--- src/sv/assert_macros.svh ---
// Assertion macros used by the top RTL file of the joint controller.
`ifndef ASSERT_MACROS_SVH
`define ASSERT_MACROS_SVH
`ifndef SYNTHESIS
// Implication checked at every rising clock edge outside reset.
`define ASSERT_IMPLY(label, clk, rst_n, prop, msg) \
    label: assert property (@(posedge clk) disable iff (!rst_n) prop) else $error(msg);
// Condition that must never hold outside reset.
`define ASSERT_NEVER(label, clk, rst_n, cond, msg) \
    label: assert property (@(posedge clk) disable iff (!rst_n) !(cond)) else $error(msg);
`else
`define ASSERT_IMPLY(label, clk, rst_n, prop, msg)
`define ASSERT_NEVER(label, clk, rst_n, cond, msg)
`endif
`endif

--- src/sv/smjc_pkg.sv ---
// Types, register codes and helpers shared by the joint controller modules.
package smjc_pkg;

    // configuration register indexes
    localparam logic [2:0] CFG_MODE  = 3'd0;
    localparam logic [2:0] CFG_SLOPE = 3'd1;
    localparam logic [2:0] CFG_KSW   = 3'd2;
    localparam logic [2:0] CFG_PHI   = 3'd3;
    localparam logic [2:0] CFG_KD    = 3'd4;
    localparam logic [2:0] CFG_KI    = 3'd5;
    localparam logic [2:0] CFG_LIM   = 3'd6;
    localparam logic [2:0] CFG_DT    = 3'd7;

    // reset values of the registers
    localparam logic        RST_MODE  = 1'b0;
    localparam logic [30:0] RST_SLOPE = 31'd65536;
    localparam logic [30:0] RST_KSW   = 31'd0;
    localparam logic [30:0] RST_PHI   = 31'd65536;
    localparam logic [30:0] RST_KD    = 31'd0;
    localparam logic [30:0] RST_KI    = 31'd0;
    localparam logic [30:0] RST_LIM   = 31'd32768;
    localparam logic [15:0] RST_DT    = 16'd66;

    typedef struct packed {
        logic        mode;      // 1: motor runs the linear part
        logic [30:0] slope;     // lambda
        logic [30:0] k_sw;      // K
        logic [30:0] phi;       // boundary width
        logic [30:0] k_d;       // Kd
        logic [30:0] k_i;       // Ki
        logic [30:0] lim;       // integral clamp
        logic [15:0] dt;
    } t_cfg;

    // multiplier operand selection
    typedef logic [2:0] t_mul_sel;
    localparam t_mul_sel MUL_SLOPE = 3'd0;
    localparam t_mul_sel MUL_DT    = 3'd1;
    localparam t_mul_sel MUL_KI    = 3'd2;
    localparam t_mul_sel MUL_KSW   = 3'd3;
    localparam t_mul_sel MUL_KD    = 3'd4;

    typedef struct packed {
        logic     load;       // capture input item, seed torque with feedforward
        logic     err;        // form e and de
        logic     surf;       // form s and |s|
        logic     integ;      // update integral, seed divider
        logic     div_step;   // one quotient bit
        logic     sw_fix;     // select switching term
        logic     acc_sub;    // torque -= product >> frac
        logic     out_load;   // move result into output register
        t_mul_sel mul_sel;
    } t_dp_cmd;

    typedef struct packed {
        logic div_last;       // last quotient bit this cycle
    } t_dp_stat;

    localparam logic signed [63:0] S32_MAX64 = 64'sh0000_0000_7FFF_FFFF;
    localparam logic signed [63:0] S32_MIN64 = 64'shFFFF_FFFF_8000_0000;

    function automatic logic signed [31:0] sat32(input logic signed [63:0] x);
        logic signed [31:0] r;
        if (x > S32_MAX64) begin
            r = 32'sh7FFF_FFFF;
        end else if (x < S32_MIN64) begin
            r = 32'sh8000_0000;
        end else begin
            r = x[31:0];
        end
        return r;
    endfunction

endpackage

--- src/sv/smjc_dp.sv ---
// Datapath of the joint controller: errors, surface, integral, divider, torque.
module smjc_dp #(
    parameter int FRAC_BITS = 16
) (
    input  logic                   i_clk,
    input  logic                   i_rst_n,
    input  smjc_pkg::t_cfg         i_cfg,
    input  smjc_pkg::t_dp_cmd      i_cmd,
    input  logic signed [31:0]     i_q,
    input  logic signed [31:0]     i_dq,
    input  logic signed [31:0]     i_qd,
    input  logic signed [31:0]     i_dqd,
    input  logic signed [31:0]     i_ff,
    output smjc_pkg::t_dp_stat     o_stat,
    output logic signed [31:0]     o_tau,
    output logic signed [31:0]     o_e,
    output logic signed [31:0]     o_s,
    output logic signed [31:0]     o_prf,
    output logic signed [31:0]     o_vrf
);

    localparam int CNT_W = $clog2(FRAC_BITS);
    localparam logic signed [31:0] ONE = 32'sd1 <<< FRAC_BITS;

    logic signed [31:0] r_q, r_dq, r_qd, r_dqd;
    logic signed [31:0] r_e, r_de, r_s, r_sw, r_integ;
    logic        [31:0] r_mag, r_rem;
    logic               r_in_band;
    logic [FRAC_BITS-1:0] r_quo;
    logic [CNT_W-1:0]   r_cnt;
    logic signed [63:0] r_prod, r_tau;

    logic signed [31:0] w_mul_a, w_mul_b;
    logic signed [63:0] w_prod_sh, w_acc, w_lim, w_integ;
    logic signed [31:0] w_s, w_quo;
    logic        [32:0] w_rem_sh, w_phi33;
    logic               w_ge;

    // shared multiplier, product always registered
    always_comb begin
        unique case (i_cmd.mul_sel)
            smjc_pkg::MUL_SLOPE: begin
                w_mul_a = $signed({1'b0, i_cfg.slope});
                w_mul_b = r_e;
            end
            smjc_pkg::MUL_DT: begin
                w_mul_a = $signed({16'd0, i_cfg.dt});
                w_mul_b = r_s;
            end
            smjc_pkg::MUL_KI: begin
                w_mul_a = $signed({1'b0, i_cfg.k_i});
                w_mul_b = r_integ;
            end
            smjc_pkg::MUL_KSW: begin
                w_mul_a = $signed({1'b0, i_cfg.k_sw});
                w_mul_b = r_sw;
            end
            smjc_pkg::MUL_KD: begin
                w_mul_a = $signed({1'b0, i_cfg.k_d});
                w_mul_b = r_s;
            end
            default: begin
                w_mul_a = '0;
                w_mul_b = '0;
            end
        endcase
    end

    // arithmetic shift floors, as the control law expects
    assign w_prod_sh = r_prod >>> FRAC_BITS;
    assign w_s       = smjc_pkg::sat32(64'(r_de) + w_prod_sh);

    // integral step and clamp
    assign w_lim = $signed({33'd0, i_cfg.lim});
    assign w_acc = 64'(r_integ) + (r_in_band ? w_prod_sh : 64'sd0);
    always_comb begin
        if (w_acc < -w_lim) begin
            w_integ = -w_lim;
        end else if (w_acc > w_lim) begin
            w_integ = w_lim;
        end else begin
            w_integ = w_acc;
        end
    end

    // restoring divider, |s| < phi so the remainder stays below 2^31
    assign w_rem_sh = {r_rem, 1'b0};
    assign w_phi33  = {2'b00, i_cfg.phi};
    assign w_ge     = w_rem_sh >= w_phi33;
    assign w_quo    = $signed({{(32-FRAC_BITS){1'b0}}, r_quo});

    assign o_stat.div_last = (r_cnt == CNT_W'(FRAC_BITS - 1));

    always_ff @(posedge i_clk) begin
        r_prod    <= w_mul_a * w_mul_b;
        r_in_band <= r_mag < {1'b0, i_cfg.phi};
        if (i_cmd.load) begin
            r_q   <= i_q;
            r_dq  <= i_dq;
            r_qd  <= i_qd;
            r_dqd <= i_dqd;
            r_tau <= 64'(i_ff);
        end
        if (i_cmd.err) begin
            r_e  <= smjc_pkg::sat32(64'(r_q) - 64'(r_qd));
            r_de <= smjc_pkg::sat32(64'(r_dq) - 64'(r_dqd));
        end
        if (i_cmd.surf) begin
            r_s   <= w_s;
            r_mag <= w_s[31] ? (~w_s + 32'd1) : w_s;
        end
        if (i_cmd.integ) begin
            r_rem <= r_mag;
            r_quo <= '0;
        end else if (i_cmd.div_step) begin
            r_rem <= w_ge ? 32'(w_rem_sh - w_phi33) : w_rem_sh[31:0];
            r_quo <= {r_quo[FRAC_BITS-2:0], w_ge};
        end
        if (i_cmd.sw_fix) begin
            if (r_in_band) begin
                r_sw <= r_s[31] ? -w_quo : w_quo;
            end else if (r_s[31]) begin
                r_sw <= -ONE;
            end else if (r_s == 32'sd0) begin
                r_sw <= 32'sd0;
            end else begin
                r_sw <= ONE;
            end
        end
        if (i_cmd.acc_sub) begin
            r_tau <= r_tau - w_prod_sh;
        end
        if (i_cmd.out_load) begin
            o_tau <= smjc_pkg::sat32(r_tau);
            o_e   <= r_e;
            o_s   <= r_s;
            o_prf <= i_cfg.mode ? r_qd : 32'sd0;
            o_vrf <= i_cfg.mode ? r_dqd : 32'sd0;
        end
    end

    always_ff @(posedge i_clk) begin
        if (!i_rst_n) begin
            r_integ <= '0;
            r_cnt   <= '0;
        end else begin
            if (i_cmd.integ && (i_cfg.k_i != 31'd0)) begin
                r_integ <= w_integ[31:0];
            end
            if (i_cmd.integ) begin
                r_cnt <= '0;
            end else if (i_cmd.div_step) begin
                r_cnt <= r_cnt + CNT_W'(1);
            end
        end
    end

endmodule

--- src/sv/smjc_ctrl.sv ---
// Sequencer of the joint controller: steps the datapath and owns the handshakes.
module smjc_ctrl (
    input  logic                  i_clk,
    input  logic                  i_rst_n,
    input  logic                  i_s_valid,
    output logic                  o_s_ready,
    output logic                  o_m_valid,
    input  logic                  i_m_ready,
    input  logic                  i_motor_mode,
    input  smjc_pkg::t_dp_stat    i_stat,
    output smjc_pkg::t_dp_cmd     o_cmd
);

    localparam logic [3:0] ST_IDLE  = 4'd0;
    localparam logic [3:0] ST_ERR   = 4'd1;
    localparam logic [3:0] ST_MSLP  = 4'd2;
    localparam logic [3:0] ST_SURF  = 4'd3;
    localparam logic [3:0] ST_MDT   = 4'd4;
    localparam logic [3:0] ST_INTEG = 4'd5;
    localparam logic [3:0] ST_DIV   = 4'd6;
    localparam logic [3:0] ST_SIGN  = 4'd7;
    localparam logic [3:0] ST_MKI   = 4'd8;
    localparam logic [3:0] ST_AKI   = 4'd9;
    localparam logic [3:0] ST_ASW   = 4'd10;
    localparam logic [3:0] ST_AKD   = 4'd11;
    localparam logic [3:0] ST_OUT   = 4'd12;

    logic [3:0] r_state, n_state;
    logic       r_m_valid, n_m_valid;

    assign o_s_ready = (r_state == ST_IDLE);
    assign o_m_valid = r_m_valid;

    always_comb begin
        n_state       = r_state;
        o_cmd         = '0;
        o_cmd.mul_sel = smjc_pkg::MUL_SLOPE;
        unique case (r_state)
            ST_IDLE: begin
                if (i_s_valid) begin
                    o_cmd.load = 1'b1;
                    n_state    = ST_ERR;
                end
            end
            ST_ERR: begin
                o_cmd.err = 1'b1;
                n_state   = ST_MSLP;
            end
            ST_MSLP: begin
                o_cmd.mul_sel = smjc_pkg::MUL_SLOPE;
                n_state       = ST_SURF;
            end
            ST_SURF: begin
                o_cmd.surf = 1'b1;
                n_state    = ST_MDT;
            end
            ST_MDT: begin
                o_cmd.mul_sel = smjc_pkg::MUL_DT;
                n_state       = ST_INTEG;
            end
            ST_INTEG: begin
                o_cmd.integ = 1'b1;
                n_state     = ST_DIV;
            end
            ST_DIV: begin
                o_cmd.div_step = 1'b1;
                if (i_stat.div_last) begin
                    n_state = ST_SIGN;
                end
            end
            ST_SIGN: begin
                o_cmd.sw_fix = 1'b1;
                n_state      = ST_MKI;
            end
            ST_MKI: begin
                o_cmd.mul_sel = smjc_pkg::MUL_KI;
                n_state       = ST_AKI;
            end
            ST_AKI: begin
                // switching product overlaps the integral subtract
                o_cmd.acc_sub = 1'b1;
                o_cmd.mul_sel = smjc_pkg::MUL_KSW;
                n_state       = i_motor_mode ? ST_OUT : ST_ASW;
            end
            ST_ASW: begin
                o_cmd.acc_sub = 1'b1;
                o_cmd.mul_sel = smjc_pkg::MUL_KD;
                n_state       = ST_AKD;
            end
            ST_AKD: begin
                o_cmd.acc_sub = 1'b1;
                n_state       = ST_OUT;
            end
            ST_OUT: begin
                if (!r_m_valid || i_m_ready) begin
                    o_cmd.out_load = 1'b1;
                    n_state        = ST_IDLE;
                end
            end
            default: begin
                n_state = ST_IDLE;
            end
        endcase
    end

    always_comb begin
        n_m_valid = r_m_valid;
        if (o_cmd.out_load) begin
            n_m_valid = 1'b1;
        end else if (i_m_ready) begin
            n_m_valid = 1'b0;
        end
    end

    always_ff @(posedge i_clk) begin
        if (!i_rst_n) begin
            r_state   <= ST_IDLE;
            r_m_valid <= 1'b0;
        end else begin
            r_state   <= n_state;
            r_m_valid <= n_m_valid;
        end
    end

endmodule

--- src/sv/sliding_mode_joint_controller.sv ---
// Sliding-mode controller for one joint: config registers, sequencer and datapath.
//
// Use: one instance per joint. Write the gains on the cfg channel (index 0..7,
// always ready) while the block is idle. Each item on s_axis carries the
// measured and target position and velocity and the feedforward torque; the
// result on m_axis carries torque, position error, surface and the two
// references (zero in host mode).
// Timing: one item at a time. How long an item occupies the block is set by the
// bit-serial divider for s/phi (one quotient bit per cycle) and the single
// shared 32x32 multiplier; motor mode skips the switching and Kd torque steps.
// The result appears on m_axis in the cycle after its last step; s_axis_tready
// rises again in that same cycle.
// Stall: the output register holds a finished result while the next item is
// taken and worked; only when that next result is done and the old one is still
// not taken does the block wait, with s_axis_tready low.
// Reset: synchronous, active low; clears the sequencer, the output valid, the
// integral and loads the register defaults.
`include "assert_macros.svh"
module sliding_mode_joint_controller #(
    parameter int FRAC_BITS = 16
) (
    input  logic         i_clk,
    input  logic         i_rst_n,
    input  logic         s_axis_tvalid,
    output logic         s_axis_tready,
    // joint_position, joint_velocity, target_position, target_velocity,
    // feedforward_torque (32 bits each, from bit 0)
    input  logic [159:0] s_axis_tdata,
    output logic         m_axis_tvalid,
    input  logic         m_axis_tready,
    // drive_torque, position_error, surface_value, position_reference,
    // velocity_reference (32 bits each, from bit 0)
    output logic [159:0] m_axis_tdata,
    input  logic         i_cfg_valid,
    output logic         o_cfg_ready,
    input  logic [2:0]   i_cfg_index,
    input  logic [31:0]  i_cfg_data
);

    smjc_pkg::t_cfg     r_cfg;
    smjc_pkg::t_dp_cmd  w_cmd;
    smjc_pkg::t_dp_stat w_stat;
    logic signed [31:0] w_tau, w_e, w_s, w_prf, w_vrf;

    assign o_cfg_ready = 1'b1;

    always_ff @(posedge i_clk) begin
        if (!i_rst_n) begin
            r_cfg.mode  <= smjc_pkg::RST_MODE;
            r_cfg.slope <= smjc_pkg::RST_SLOPE;
            r_cfg.k_sw  <= smjc_pkg::RST_KSW;
            r_cfg.phi   <= smjc_pkg::RST_PHI;
            r_cfg.k_d   <= smjc_pkg::RST_KD;
            r_cfg.k_i   <= smjc_pkg::RST_KI;
            r_cfg.lim   <= smjc_pkg::RST_LIM;
            r_cfg.dt    <= smjc_pkg::RST_DT;
        end else if (i_cfg_valid) begin
            unique case (i_cfg_index)
                smjc_pkg::CFG_MODE:  r_cfg.mode  <= i_cfg_data[0];
                smjc_pkg::CFG_SLOPE: r_cfg.slope <= i_cfg_data[30:0];
                smjc_pkg::CFG_KSW:   r_cfg.k_sw  <= i_cfg_data[30:0];
                smjc_pkg::CFG_PHI:   r_cfg.phi   <= i_cfg_data[30:0];
                smjc_pkg::CFG_KD:    r_cfg.k_d   <= i_cfg_data[30:0];
                smjc_pkg::CFG_KI:    r_cfg.k_i   <= i_cfg_data[30:0];
                smjc_pkg::CFG_LIM:   r_cfg.lim   <= i_cfg_data[30:0];
                smjc_pkg::CFG_DT:    r_cfg.dt    <= i_cfg_data[15:0];
            endcase
        end
    end

    smjc_ctrl u_ctrl (
        .i_clk        (i_clk),
        .i_rst_n      (i_rst_n),
        .i_s_valid    (s_axis_tvalid),
        .o_s_ready    (s_axis_tready),
        .o_m_valid    (m_axis_tvalid),
        .i_m_ready    (m_axis_tready),
        .i_motor_mode (r_cfg.mode),
        .i_stat       (w_stat),
        .o_cmd        (w_cmd)
    );

    smjc_dp #(
        .FRAC_BITS (FRAC_BITS)
    ) u_dp (
        .i_clk   (i_clk),
        .i_rst_n (i_rst_n),
        .i_cfg   (r_cfg),
        .i_cmd   (w_cmd),
        .i_q     ($signed(s_axis_tdata[31:0])),
        .i_dq    ($signed(s_axis_tdata[63:32])),
        .i_qd    ($signed(s_axis_tdata[95:64])),
        .i_dqd   ($signed(s_axis_tdata[127:96])),
        .i_ff    ($signed(s_axis_tdata[159:128])),
        .o_stat  (w_stat),
        .o_tau   (w_tau),
        .o_e     (w_e),
        .o_s     (w_s),
        .o_prf   (w_prf),
        .o_vrf   (w_vrf)
    );

    assign m_axis_tdata = {w_vrf, w_prf, w_s, w_e, w_tau};

    // a waiting result is never overwritten
    `ASSERT_IMPLY(a_no_overwrite, i_clk, i_rst_n, (w_cmd.out_load && m_axis_tvalid) |-> m_axis_tready, "result overwritten before taken")
    // loading a result always presents it next cycle
    `ASSERT_IMPLY(a_out_follows, i_clk, i_rst_n, w_cmd.out_load |=> m_axis_tvalid, "loaded result not presented")
    // taking an item and finishing one never share a cycle
    `ASSERT_NEVER(a_load_vs_out, i_clk, i_rst_n, s_axis_tready && w_cmd.out_load, "input taken while result loads")

endmodule
--- config.mk ---
export PLATFORM = sky130hd
export DESIGN_NAME = sliding_mode_joint_controller
export DESIGN_NICKNAME = d
export VERILOG_FILES = /design/src/sv/smjc_pkg.sv /design/src/sv/smjc_dp.sv /design/src/sv/smjc_ctrl.sv /design/src/sv/sliding_mode_joint_controller.sv
export VERILOG_INCLUDE_DIRS = /design/src /design/src/sv
export SDC_FILE = /design/constraint.sdc
export NUM_CORES = 2
export LEC_CHECK = 0
export ABC_CLOCK_PERIOD_IN_PS = 19500
export BUFFER_PORTS_ARGS = -buffer_cell sky130_fd_sc_hd__clkbuf_2
export CAP_MARGIN = 5
export CORE_ASPECT_RATIO = 0.75
export CORE_MARGIN = 2
export CORE_UTILIZATION = 60
export DETAILED_ROUTE_END_ITERATION = 7
export PLACE_DENSITY = 0.78
export SLEW_MARGIN = 10
export SYNTH_ARGS = -nofsm -noshare
export SYNTH_HDL_FRONTEND = slang
export SYNTH_SLANG_ARGS = --single-unit
--- constraint.sdc ---
create_clock -name i_clk -period 19.5 [get_ports i_clk]
set_input_delay 1.95 -clock i_clk [delete_from_list [all_inputs] [get_ports i_clk]]
set_output_delay 1.95 -clock i_clk [all_outputs]
set_load 0.05 [all_outputs]
==> impl_results.md <==
- Post-CTS resize count: 0
- Reg-to-reg setup timing slack: 6.71 ns
- Final setup viols: 0
- Path depth of the worst reg2reg path: 31
- RSZ-0062 raised after global routing: false
- Fmax: between 0.07 and 0.08 GHz
- DPL Wire Length: 225 mm
- DR iter-0 viols: 9191
- CP dominant cell by count: fa_1
- Area share of and/or/nand/nor cells after synthesis: 16.9%
- Worst vdd ir: 0.000103 V
- Hold endpoint: r_cfg[123]
- GRT overflow: 0
- Post-synth EDFFs: 543
- Synth Area in Compound Gates: 12.3%
- Core Box Area: 136000 sq um
- Seq/Total Area, Yosys: 27.3%
- Final setup skew: 0.0672 ns
- Root buf cell: clkbuf_16
- Worst setup EP type: register
- Chip width: 432 um
- Post-CTS setup buffer count: 0
- Req. time, crit path: 20.12 ns
- Die area: between 100000 and 150000 sq um
- Mux contribution to synthesized area: 0.975%
- Fin crit period: ~13 ns
- Placer congestion estimate: between 1 and 1.5
- Clk_lat worst skew: 0.78 ns
- Vias in the first global route: 68.9k
- Cell accounting for the most synthesized area: fa_1
- Status: finished, final reports clean
- Seq. cell area: between 20000 and 25000 sq um
- Fin nets: 11.1k
- Tcrit/Tclk final: 65.6%
- Final Max Slew Viols: 0
- Drt first pass iters: 6
- Hold WC Path Type: register to register
- CTS Buffer Depth: 3
- Gate power share: 58.0%
- Critical path arrival: 13.41 ns
- Drt drc: 0
- Syn_nets: approximately 11k
- Drt wl/cell: 25.7 um
- Largest family of logic cells by synthesized area: adder cells
- Routed wire length: 288 mm
- Clock power frac: between 15 and 20%
- PnR worst setup slack: 6.71 ns
- Row count: 117
- Element type at the critical path start: register
- Initial antenna violation count: 23
- Worst slew pin tran: around 1.3 ns
- Max-cap viol count: 0
- Leakage: 40.6 nW
- Share of cells above drive strength 1: 8.13%
- Sink Count: ~850
- Critical-path maximum fanout: 31
- WS Path Type: register to register
- Area growth, synth to finish: 8.14%
- Reg-to-reg startpoint: u_ctrl.r_state[0]
- CTS tree: built
- H-tree Lvls: 3
- Setup TNS: 0 ns
- Critical Path Slowest Stage Cell: nor2_4
- Distinct cell type count of the synthesized netlist: 114
- Synthesized-area fraction occupied by adder cells: roughly a third
- Die height: 325 um
- Pint: about 5.4 mW
- Pwr Density: 118 nW/um^2
- Post-synthesis xor/xnor area fraction: 3.22%
- ANT nets after route: 0
- Area of the multi-input gates: 53700 sq um
- Place WS: around 7 ns
- Crit path max-delay family: adder cells
- Yosys reg bits: between 800 and 900
- Top cells by area, synth: fa_1, edfxtp_1, ha_1
- Part of the power in registers: 24.2%
- Predominant post-synthesis flop cell: edfxtp_1
- Fraction of registers with async set/reset: 0%
- Port bufs: 360
- Largest net degree at the start of global routing: 76
- Ys Warns: 0
- # IOs: 363
- Psw: 5.14 mW
- Cell Area, Synth: 82500 sq um
- Final hold vios: 0
- Max transition margin: a little under an eighth
- Vias/cell: 6.27
- First-pass GRT wire length: 431 mm
- Hold Startpoint: r_cfg[123]
- Via Count: ~70k
- Cells on Worst Hold Path: 2
- Filler cells: 11.1k
- Number of CTS-inserted buffers: 88
- Cts hold-fix bufs: 0
- Mapped Cells: 9190
- CP max stage delay: about 0.90 ns
- Sw Ratio: 48.9%
- R2R Path End: u_dp.r_prod[57]
- Initial Utilization: 60.6%
- Syn avg cell area: 8.98 sq um
- CP bufs+invs: 5
- Gr usage total: 41.1%
- Post-synth top area share: roughly a fifth
- Clk pin slew, worst setup/hold paths: roughly 0.060 ns
## state kept, by name, summed over array words and instances (netlist names), 4 cells and up
signal	cells
u_dp.r_sw	32
u_dp.r_rem	32
u_dp.r_integ	32
u_dp.o_vrf	32
u_dp.r_q	32
u_dp.r_quo	16
u_dp.o_prf	32
u_dp.o_e	32
u_dp.r_e	32
u_dp.r_qd	32
u_dp.r_de	32
u_dp.r_cnt	4
u_dp.o_s	32
u_dp.r_tau	64
u_dp.r_s	31
r_cfg	203
u_dp.o_tau	32
u_dp.r_dq	32
u_ctrl.r_state	4
u_dp.r_prod	48
u_dp.r_dqd	32
u_dp.r_mag	32
## logic make-up after synthesis
| group | count (synthesis) |
|---|---|
| compound gates | 1609 |
| xor+xnor | 303 |
| fa+ha+maj | 1562 |
| buf+inv | 1694 |
| flops | 852 |
| mux | 79 |
| other cells | 1 |
| simple gates | 3090 |
## worst max path at each step
stage                                 start         endpoint  cells after the start
after floorplan               m_axis_tready      u_dp.o_e[0]                      2
after global placement    u_ctrl.r_state[0]  u_dp.r_prod[59]                     33
after detailed placement  u_ctrl.r_state[0]  u_dp.r_prod[59]                     33
after CTS                 u_ctrl.r_state[0]  u_dp.r_prod[59]                     33
after global routing      u_ctrl.r_state[0]  u_dp.r_prod[62]                     33
final                     u_ctrl.r_state[0]  u_dp.r_prod[57]                     31
## metrics by stage
| stage | hold slack (ns) | std cells | power, mW | area, sq um | util [%] |
|---|---|---|---|---|---|
| after global placement | 0.440 | 11000 | 8.30 | 86100 | 63.2 |
| after detailed placement | 0.446 | 11000 | 8.40 | 86100 | 63.2 |
| after global routing | 0.469 | 11200 | 11.1 | 89200 | 65.5 |
| after CTS | 0.455 | 11200 | 10.3 | 89200 | 65.5 |
| after floorplan | 0.421 | 9190 | 6.31 | 82500 | - |
| final | 0.454 | 11200 | 10.5 | 89200 | 65.6 |
## layer usage
layer  vias to the layer above  wire [um]  track usage [%]  share of wire (%)
li1                      30800          -                -                  -
met1                     34200     116000             59.6                 40
met2                      4696     111000             53.8                 38
met3                       662      47800             17.2                 17
met4                         6      13300             16.3                4.6
met5                         -         37                0              0.013
## synthesized netlist by cell type, drive strengths merged (68+ instances only)
| library cell | count |
|---|---|
| nand2 | 1369 |
| inv | 1256 |
| fa | 872 |
| nor2 | 808 |
| ha | 677 |
| a21oi | 563 |
| edfxtp | 543 |
| clkbuf | 391 |
| o21ai | 337 |
| dfxtp | 309 |
| xnor2 | 209 |
| a21o | 207 |
| and2 | 160 |
| nand3 | 132 |
| nand4 | 105 |
| xor2 | 94 |
| and3 | 79 |
| nor3 | 79 |
| nor4 | 74 |
| o21a | 70 |
| mux2i | 68 |
## layout by cell type (no fill, tap or decap), types with 41 or more instances in the layout
master / count
a22oi_1: 55
clkbuf_2: 360
nor4_1: 72
nand3_1: 131
and4_1: 41
nand4_1: 104
buf_4: 148
nand2b_1: 65
nand2_1: 1369
nor3_1: 74
ha_1: 677
a21oi_1: 559
mux2i_1: 68
inv_1: 1254
fa_1: 872
nor2_1: 799
clkbuf_16: 90
o21ai_0: 320
xnor2_1: 209
and2_1: 158
a31oi_1: 44
and3_1: 74
nor2b_1: 65
dfxtp_1: 307
a21o_1: 207
xor2_1: 94
edfxtp_1: 543
o21a_1: 70
## cell type report
| class | count | area share [%] |
|---|---|---|
| well taps | 1785 | 2.50 |
| clock buffers | 112 | 2.71 |
| flip-flops and latches | 852 | 25.2 |
| multi-input cells | 6644 | 60.2 |
| clock inverters | 51 | 0.819 |
| inverters | 1256 | 5.29 |
| diodes | 12 | 0.0336 |
| repair buffers | 508 | 3.26 |
## worst min-delay path: stages, from the launching register on
cell     delay [ns]
dfxtp_1        0.31
nand2_1        0.05
a21oi_1        0.05
## power by group through the flow
stage	combinational [mW]	clock, mW	sequential (mW)
final	6.11	1.87	2.54
after CTS	5.90	1.88	2.52
after floorplan	3.99	0	2.32
after global placement	5.75	0	2.56
after detailed placement	5.85	0	2.56
after global routing	6.60	1.95	2.53
Note: power is estimated with default switching activity, not from simulation.
